**config.mk**
```make
export PLATFORM = sky130hd
export DESIGN_NAME = lpis_cell
export DESIGN_NICKNAME = d
export VERILOG_FILES = /design/src/hdl/lpis_pkg.sv /design/src/hdl/lpis_cell.sv
export SDC_FILE = /design/constraint.sdc
export NUM_CORES = 1
export LEC_CHECK = 0
export BUFFER_PORTS_ARGS = -buffer_cell sky130_fd_sc_hd__buf_2
export CORE_UTILIZATION = 55
export CTS_CLUSTER_DIAMETER = 120
export DETAILED_ROUTE_END_ITERATION = 8
export MAX_ROUTING_LAYER = met4
export PLACE_DENSITY = 0.84
export REMOVE_ABC_BUFFERS = 1
export SYNTH_ARGS = -nofsm -noshare
export SYNTH_HDL_FRONTEND = slang
export SYNTH_SLANG_ARGS = --single-unit
```
**constraint.sdc**
```tcl
create_clock -name clk -period 6.88 [get_ports clk]
set_clock_uncertainty 0.05 [all_clocks]
set_input_delay 0.688 -clock clk [delete_from_list [all_inputs] [get_ports clk]]
set_output_delay 0.688 -clock clk [all_outputs]
set_load 0.02 [all_outputs]
```
**src/hdl/lpis_pkg.sv**
```systemverilog
// lpis_pkg: shared widths, payload structs and the level table for the
// luminance palette index selector
// no dependencies
package lpis_pkg;

  localparam int LEVEL_COUNT = 16;              // number of luminance levels, 2..16
  localparam int CH_W        = 8;               // one color channel
  localparam int NUM_CH      = 3;               // red, green, blue
  localparam int IDX_W       = 4;               // level_index width
  localparam int CH_MAX      = (1 << CH_W) - 1; // 255
  localparam int MUL_SHIFT   = 7;               // multiplicative mode shift
  localparam int PROD_W      = 2 * CH_W;
  localparam int CAND_W      = PROD_W - MUL_SHIFT;
  localparam int SQ_W        = 2 * CH_W;
  localparam int ERR_W       = SQ_W + 2;        // sum of three squares
  localparam int CELL_LAT    = 3;               // register stages per cell
  localparam int LATENCY     = LEVEL_COUNT * CELL_LAT;

  typedef logic [CH_W-1:0]   chan_t;
  typedef logic [CAND_W-1:0] cand_t;
  typedef logic [SQ_W-1:0]   sq_t;
  typedef logic [ERR_W-1:0]  err_t;
  typedef logic [IDX_W-1:0]  idx_t;

  // pixel travelling down the chain, with the mode it was accepted under
  typedef struct packed {
    logic                     mode;
    chan_t [NUM_CH-1:0]       base;
    chan_t [NUM_CH-1:0]       src;
  } pix_t;

  // running best match
  typedef struct packed {
    idx_t idx;
    err_t err;
  } best_t;

  // level i is i * 255 / (count - 1), truncated
  function automatic chan_t level_value(input int unsigned i);
    return CH_W'((i * CH_MAX) / (LEVEL_COUNT - 1));
  endfunction

endpackage

```
**src/hdl/lpis_cell.sv**
```systemverilog
// lpis_cell: one level of the selector chain; builds the candidate for its
// level, scores it against the source and updates the running best
// depends on lpis_pkg
module lpis_cell (
  input  logic                clk,
  input  logic                rst_n,
  input  lpis_pkg::chan_t     lev,
  input  lpis_pkg::idx_t      idx,
  input  logic                in_vld,
  input  lpis_pkg::pix_t      in_pix,
  input  lpis_pkg::best_t     in_best,
  output logic                out_vld,
  output lpis_pkg::pix_t      out_pix,
  output lpis_pkg::best_t     out_best
);

  // stage 1: candidate color
  logic                                  s1_vld_r;
  lpis_pkg::pix_t                        s1_pix_r;
  lpis_pkg::best_t                       s1_best_r;
  lpis_pkg::cand_t [lpis_pkg::NUM_CH-1:0] s1_cand_r, s1_cand_nxt;

  // stage 2: squared channel errors
  logic                                  s2_vld_r;
  lpis_pkg::pix_t                        s2_pix_r;
  lpis_pkg::best_t                       s2_best_r;
  logic                                  s2_ok_r, s2_ok_nxt;
  lpis_pkg::sq_t [lpis_pkg::NUM_CH-1:0]  s2_sq_r, s2_sq_nxt;

  // stage 3: compare
  logic                                  s3_vld_r;
  lpis_pkg::pix_t                        s3_pix_r;
  lpis_pkg::best_t                       s3_best_r, s3_best_nxt;
  lpis_pkg::err_t                        err_sum;

  always_comb begin
    logic [lpis_pkg::PROD_W-1:0] prod;
    for (int c = 0; c < lpis_pkg::NUM_CH; c++) begin
      prod = {{lpis_pkg::CH_W{1'b0}}, in_pix.base[c]} * {{lpis_pkg::CH_W{1'b0}}, lev};
      if (in_pix.mode) begin
        if (in_pix.base[c] > lev) begin
          s1_cand_nxt[c] = lpis_pkg::CAND_W'(in_pix.base[c] - lev);
        end else begin
          s1_cand_nxt[c] = '0;
        end
      end else begin
        s1_cand_nxt[c] = prod[lpis_pkg::PROD_W-1:lpis_pkg::MUL_SHIFT];
      end
    end
  end

  always_comb begin
    lpis_pkg::chan_t cv;
    lpis_pkg::chan_t diff;
    s2_ok_nxt = 1'b1;
    for (int c = 0; c < lpis_pkg::NUM_CH; c++) begin
      // candidate above full scale is not usable
      if (s1_cand_r[c][lpis_pkg::CAND_W-1:lpis_pkg::CH_W] != '0) begin
        s2_ok_nxt = 1'b0;
      end
      cv = s1_cand_r[c][lpis_pkg::CH_W-1:0];
      if (cv >= s1_pix_r.src[c]) begin
        diff = cv - s1_pix_r.src[c];
      end else begin
        diff = s1_pix_r.src[c] - cv;
      end
      s2_sq_nxt[c] = {{lpis_pkg::CH_W{1'b0}}, diff} * {{lpis_pkg::CH_W{1'b0}}, diff};
    end
  end

  always_comb begin
    err_sum = lpis_pkg::ERR_W'(s2_sq_r[0]) + lpis_pkg::ERR_W'(s2_sq_r[1])
            + lpis_pkg::ERR_W'(s2_sq_r[2]);
    // strict compare keeps the lower index on ties
    if (s2_ok_r && (err_sum < s2_best_r.err)) begin
      s3_best_nxt.idx = idx;
      s3_best_nxt.err = err_sum;
    end else begin
      s3_best_nxt = s2_best_r;
    end
  end

  always_ff @(posedge clk) begin
    if (!rst_n) begin
      s1_vld_r <= 1'b0;
      s2_vld_r <= 1'b0;
      s3_vld_r <= 1'b0;
    end else begin
      s1_vld_r <= in_vld;
      s2_vld_r <= s1_vld_r;
      s3_vld_r <= s2_vld_r;
    end
  end

  always_ff @(posedge clk) begin
    s1_pix_r  <= in_pix;
    s1_best_r <= in_best;
    s1_cand_r <= s1_cand_nxt;
    s2_pix_r  <= s1_pix_r;
    s2_best_r <= s1_best_r;
    s2_ok_r   <= s2_ok_nxt;
    s2_sq_r   <= s2_sq_nxt;
    s3_pix_r  <= s2_pix_r;
    s3_best_r <= s3_best_nxt;
  end

  assign out_vld  = s3_vld_r;
  assign out_pix  = s3_pix_r;
  assign out_best = s3_best_r;

endmodule

```
==> results of run 1 <==
-- metrics by stage --
step                      TNS, ps  setup WS, ps  cells  hold slack, ps  util [%]
after floorplan                 0           767   2118             260         -
after global placement          0           433   2794             261      59.5
after detailed placement        0           222   2794             262      59.5
after CTS                       0           173   2850             140      62.5
after global routing        -30.8         -30.8   2861             142      63.0
final                           0           318   2861             165      63.0
-- flip-flops by register name, summed over array words and instances (netlist names) --
| name | count |
|---|---|
| s2_pix_r | 49 |
| s2_best_r | 22 |
| s1_pix_r | 49 |
| out_vld | 1 |
| s2_ok_r | 1 |
| out_pix | 49 |
| s2_vld_r | 1 |
| out_best | 22 |
| s1_best_r | 22 |
| s2_sq_r | 45 |
| s1_vld_r | 1 |
| s1_cand_r | 27 |
-- metal layers --
layer / track usage (%) / part of all wire (%)
met4: 9.47 / 3.5
met5: - / 0
met3: 2.83 / 4.9
met1: 27.6 / 41
met2: 41.8 / 50
-- how the worst max path moves through the flow --
| stage | start | end | slack [ps] | cells after the start |
|---|---|---|---|---|
| final | s1_pix_r[8] | s2_sq_r[30] | 320 | 24 |
| after detailed placement | s1_pix_r[3] | s2_sq_r[15] | 220 | 25 |
| after global placement | s1_pix_r[8] | s2_sq_r[31] | 430 | 25 |
| after global routing | s1_pix_r[8] | s2_sq_r[30] | -30 | 24 |
| after CTS | s1_pix_r[16] | s2_sq_r[47] | 170 | 24 |
| after floorplan | s1_pix_r[8] | s2_sq_r[31] | 770 | 23 |
-- cell families (layout without fill, tap and decap cells) --
family	count (synthesis)	count (layout)	share of synthesized area (%)
AO/OA/AOI/OAI	274	274	8.49
XOR/XNOR	119	119	5.27
adder cells (fa/ha/maj)	515	515	37.9
buffers and inverters	427	626	7.64
flip-flops	289	289	27.5
multiplexers	44	44	2.25
other	2	4	0.0357
AND/OR/NAND/NOR	479	479	10.9
-- cell type report --
type,count,share of cell area (%)
Inverter,395,6.25
Clock inverter,21,1.35
Antenna cell,1,0.0105
Tap cell,511,2.69
Timing Repair Buffer,175,3.93
Clock buffer,35,3.46
Sequential cell,289,24.4
Multi-Input combinational cell,1434,57.9
-- placed cells by master (no fill, tap or decap), types with 31 or more instances in the layout --
master | Yosys | routed
xnor2_1 | 86 | 81
o21ai_0 | 45 | 45
nor3_1 | 44 | 44
and2_1 | 69 | 69
clkbuf_16 | 0 | 31
nor2_1 | 150 | 148
ha_1 | 310 | 310
nand2_1 | 124 | 124
dfxtp_1 | 289 | 289
a21oi_1 | 83 | 83
a21o_1 | 34 | 34
fa_1 | 205 | 205
buf_2 | 1 | 157
inv_1 | 394 | 394
-- what timing repair did --
item                       in CTS  in global routing
setup endpoints to repair       0                  6
gates resized for setup         0                 13
buffers inserted                0                 10
==> out/metrics.csv, run 1 <==
stage,metric,value,unit
timing,headroom_to_the_max_slew_limit,21.6,%
worst_setup_path,cp_slowest_cell,fa_1,
final_layout,layout.filler_cells,3037,
floorplanning,core_area,37700,µm²
worst_setup_path,rr_worst_depth,24,
clocking,clock_buffers_created_by_tritoncts,30,
clocking,path_clk_slew,70,ps
timing,max_freq,0.152,GHz
global_route,via_count_of_the_first_global_routing_pass,16100,
worst_setup_path,critical_path.most_common_cell,fa_1,
place,dp_hpwl,34.4,mm
route,drt_iter0_markers,597,
global_route,gr-total-overflow,0,
floorplanning,die_area,39100,µm²
timing,timing.final.crit_share,95.4,%
route,antenna_violating_nets_post_route,0,
yosys,synth.top_cells.by_count,"inv_1, ha_1, dfxtp_1",
outcome,run_status,"complete, no violations",
global_route,groute.usage.overall,23.8,%
yosys,syn_area_per_cell,9.79,µm²
yosys,ys_seq_elements,289,
worst_hold_path,min_to,s1_pix_r[20],
final_layout,layout.nets,2926,
yosys,synth-edff-count,0,
worst_setup_path,end_kind,register,
global_route,antenna_found_initial,2,
final_layout,fin_area,23700,µm²
worst_setup_path,crit_path_start_kind,register,
timing,post-route-min-period,6560,ps
worst_setup_path,critical_path_class,reg -> reg,
clocking,ctsHoldBuffers,0,
clocking,clock_tree.htree_level_count,1,
timing,finalMaxSlewViolations,0,
yosys,synth_largest_area_cell,dfxtp_1,
yosys,yosys.cell_types.count,63,
worst_setup_path,crit_path_max_fanout,9,
route,drc,0,
yosys,post-synth-top-area-fraction,27.5,%
route,num_vias,15000,
final_layout,final-seq-area,5790,µm²
clocking,tritoncts,built,
route,wl,44.2,mm
worst_setup_path,timing.critical_path.max_delay_family,adder cells,
yosys,postSynth.asyncResetShare,0,%
place,placement.cell_area,22400,µm²
worst_setup_path,max_stage_delay,490,ps
clocking,clock_insertion_delay_worst_skew,570,ps
worst_setup_path,worstPathRequired,7280,ps
route,wl_per_cell,15.5,µm
yosys,synth_sequential_area_ratio,27.5,%
worst_hold_path,holdPathStages,1,
final_layout,area_growth,12.8,%
floorplanning,die_height,198,µm
global_route,grt_first_pass_wirelength,73.6,mm
yosys,ys.warnings.count,0,
final_layout,drive_above_1_share,12.4,%
yosys,synth_flop_cell,dfxtp_1,
flow_run,drv.max_cap_violation_count,0,
timing,timing.final.hold_violations,0,
timing,worst_slew_pin_slew,1180,ps
worst_setup_path,reg2reg_slack,320,ps
timing,setup_violations,0,
worst_setup_path,timing.critical_path.cells,"ha_1, inv_1, fa_1, a221o_1, nor4_4, o21ai_4, mux2i_2, xor2_4, or2_1, inv_1, fa_1, fa_1, inv_1, fa_1, fa_1, inv_1, ha_1, nor3_1, o21ai_0, a31oi_1, nor2b_1, o21a_1, o41a_1, xor2_1",
floorplanning,std_cell_rows,71,
worst_setup_path,cp.arrival,6960,ps
clocking,numClockSinks,289,
worst_hold_path,hold_class,in -> reg,
yosys,post_synth_inst_count,2149,
worst_setup_path,worstReg2RegStart,s1_pix_r[8],
yosys,yosysMostFrequentCell,inv_1,
route,post_drt_via_cell_ratio,5.25,
place,finalWeightedCongestion,0.889,
global_route,maximum_number_of_pins_on_one_net_before_global_route_repair,34,
worst_setup_path,reg2reg_to,s2_sq_r[30],
route,dr.pass1.iters,6,
worst_setup_path,path_buf_inv,4,
yosys,post_synth_main_area_contributors,"dfxtp_1, fa_1, ha_1",
clocking,cts_buffer_depth,3,
floorplanning,start_util,55.9,%
floorplanning,dieWidth,198,µm
place,io_buffer_count,157,
final_layout,multi_input_comb_area,13800,µm²
worst_hold_path,launch_instance_of_the_worst_min_delay_path,in_pix[20],
yosys,synth_area,21000,µm²
floorplanning,ios,158,
clocking,clock-root-buffer,clkbuf_16,
Power of run 1 is not shown: default switching activity piles up to over one toggle a cycle in this logic, so the estimate is an artifact.
==> inputs of run 2 (changes only) <==
==> constraint.sdc (replaced) <==
create_clock -name clk -period 8.36 [get_ports clk]
set_clock_uncertainty 0.05 [all_clocks]
set_input_delay 0.836 -clock clk [delete_from_list [all_inputs] [get_ports clk]]
set_output_delay 0.836 -clock clk [all_outputs]
set_load 0.02 [all_outputs]
==> run 2 against run 1 <==
  * Sequential cell count did not move
  * Cell count down 0.63%
  * Sequential share of layout area grew 0.31 points
==> out/metrics.csv, run 2 (synthesized netlist as in run 1, its figures left out) <==
stage,metric,value,unit,change
final_layout,antenna-diode-count,0,,was 1
final_layout,drive_above_1_share,11.2,%,was 12.4%
timing,max_freq,0.147,GHz,was 0.152 GHz
clocking,numClockSinks,289,,unchanged
timing,finalMaxSlewViolations,0,,unchanged
clocking,ctsHoldBuffers,0,,unchanged
clocking,path_clk_slew,70,ps,about the same
timing,setup_violations,0,,unchanged
clocking,clock_buffers_created_by_tritoncts,30,,unchanged
global_route,via_count_of_the_first_global_routing_pass,15600,,was 16100
floorplanning,die_height,198,µm,unchanged
clocking,cts_repair_resize_count,0,,unchanged
timing,post-route-min-period,6800,ps,was 6560 ps
route,num_vias,14800,,was 15000
timing,timing.final.crit_share,81.3,%,was 95.4%
route,drc,0,,unchanged
final_layout,final_cell_count_no_fill,2843,,was 2861
route,post_drt_via_cell_ratio,5.22,,was 5.25
timing,setup-tns-final,0,ps,unchanged
clocking,cts_setup_buffers,0,,unchanged
final_layout,layout.cells.most_common,inv_1,,unchanged
global_route,maximum_number_of_pins_on_one_net_before_global_route_repair,34,,unchanged
worst_hold_path,hold_class,reg -> reg,,was in -> reg
worst_setup_path,crit_path_start_kind,register,,unchanged
worst_setup_path,crit_path_max_fanout,11,,was 9
route,drt_iter0_markers,669,,was 597
place,count_of_placed_standard_cells_including_taps,2787,,was 2794
flow_run,drv.max_cap_violation_count,0,,unchanged
floorplanning,start_util,55.9,%,unchanged
floorplanning,core_area,37700,µm²,unchanged
worst_setup_path,cp.arrival,7250,ps,was 6960 ps
worst_setup_path,critical_path_class,reg -> reg,,unchanged
timing,worst_slew_pin_slew,1210,ps,was 1180 ps
final_layout,layout.cells.most_common_list,"inv_1, ha_1, dfxtp_1, fa_1, buf_2",,unchanged
worst_setup_path,max_stage_delay,770,ps,was 490 ps
worst_setup_path,end_kind,register,,unchanged
outcome,run_status,"complete, no violations",,unchanged
worst_setup_path,worstPathRequired,8810,ps,was 7280 ps
timing,postLayoutSetupSlackWorst,1560,ps,was 318 ps
floorplanning,ios,158,,unchanged
final_layout,area_growth,11.3,%,was 12.8%
worst_setup_path,cp_slowest_cell,mux2i_1,,was fa_1
worst_setup_path,critical_path.most_common_cell,inv_1,,was fa_1
clocking,clock_insertion_delay_worst_skew,580,ps,was 570 ps
global_route,groute.usage.overall,23.4,%,was 23.8%
floorplanning,dieWidth,198,µm,unchanged
timing,grt_setup_unrepaired,no,,
clocking,clock_tree.htree_level_count,1,,unchanged
place,dp_hpwl,33.6,mm,was 34.4 mm
timing,headroom_to_the_max_slew_limit,19.3,%,was 21.6%
worst_setup_path,timing.critical_path.cells,"inv_1, ha_1, a21o_1, a31oi_2, a21oi_1, a211oi_4, mux2i_1, or2_1, inv_1, fa_1, fa_1, ha_1, inv_1, fa_1, inv_1, ha_1, a21o_1, a21oi_1, o21ai_0, a31oi_1, nor2b_1, o21a_1, o41ai_1, xnor2_1",,"was ha_1, inv_1, fa_1, a221o_1, nor4_4, o21ai_4, mux2i_2, xor2_4, or2_1, inv_1, fa_1, fa_1, inv_1, fa_1, fa_1, inv_1, ha_1, nor3_1, o21ai_0, a31oi_1, nor2b_1, o21a_1, o41a_1, xor2_1"
clocking,cts_buffer_depth,3,,unchanged
route,dr.pass1.iters,5,,was 6
clocking,tritoncts,built,,unchanged
route,wl,43.1,mm,was 44.2 mm
timing,timing.final.hold_violations,0,,unchanged
global_route,antenna_found_initial,0,,was 2
clocking,clock-root-buffer,clkbuf_16,,unchanged
route,antenna_violating_nets_post_route,0,,unchanged
floorplanning,die_area,39100,µm²,unchanged
global_route,gr-total-overflow,0,,unchanged
place,finalWeightedCongestion,0.889,,about the same
global_route,grt_first_pass_wirelength,72.2,mm,was 73.6 mm
place,dp_slack,1620,ps,was 222 ps
route,wl_per_cell,15.2,µm,was 15.5 µm
final_layout,layout.nets,2909,,was 2926
floorplanning,std_cell_rows,71,,unchanged
place,io_buffer_count,157,,unchanged
-- run 2: final timing paths --
path                start           to  slack [ps]  depth (start not counted)
min reg2reg  s2_pix_r[18]  out_pix[18]         260                          0
min          s2_pix_r[18]  out_pix[18]         260                          0
max reg2reg   s1_pix_r[3]  s2_sq_r[15]        1560                         24
max           s1_pix_r[3]  s2_sq_r[15]        1560                         24
-- run 2: layout make-up --
| cell class | instances | area (µm²) |
|---|---|---|
| repair buffers | 158 | 793 |
| fillers | 3018 | 14200 |
| flip-flops and latches | 289 | 5790 |
| well taps | 511 | 639 |
| clock buffers | 42 | 887 |
| clock inverters | 14 | 186 |
| inverters | 395 | 1480 |
| multi-input cells | 1434 | 13700 |
-- run 2: per-stage QoR --
stage                     cell area (µm²)  utilization [%]  hold WS, ps
after floorplan                     20900                -          260
after global placement              22400             59.4          261
after detailed placement            22400             59.4          262
after CTS                           23400             62.2          266
after global routing                23400             62.2          281
final                               23400             62.2          265
-- run 2: layer usage --
| layer | vias to the layer above | track usage [%] | wire length, µm |
|---|---|---|---|
| li1 | 7210 | - | - |
| met1 | 7139 | 27.7 | 18300 |
| met2 | 396 | 40.7 | 21400 |
| met3 | 103 | 2.41 | 1920 |
| met4 | 0 | 9.36 | 1530 |
| met5 | - | - | 0 |
-- run 2: critical path: cells and delay by family (launching register included) --
family	cells	cell delay, ps
adders and majority gates	6	2430
AOI/OAI and AO/OA	10	2410
muxes	1	770
DFF	1	350
and+or+nand+nor	2	320
buffers and inverters	4	200
xor gates and xnor gates	1	170
Power of run 2 is left out for the same reason.
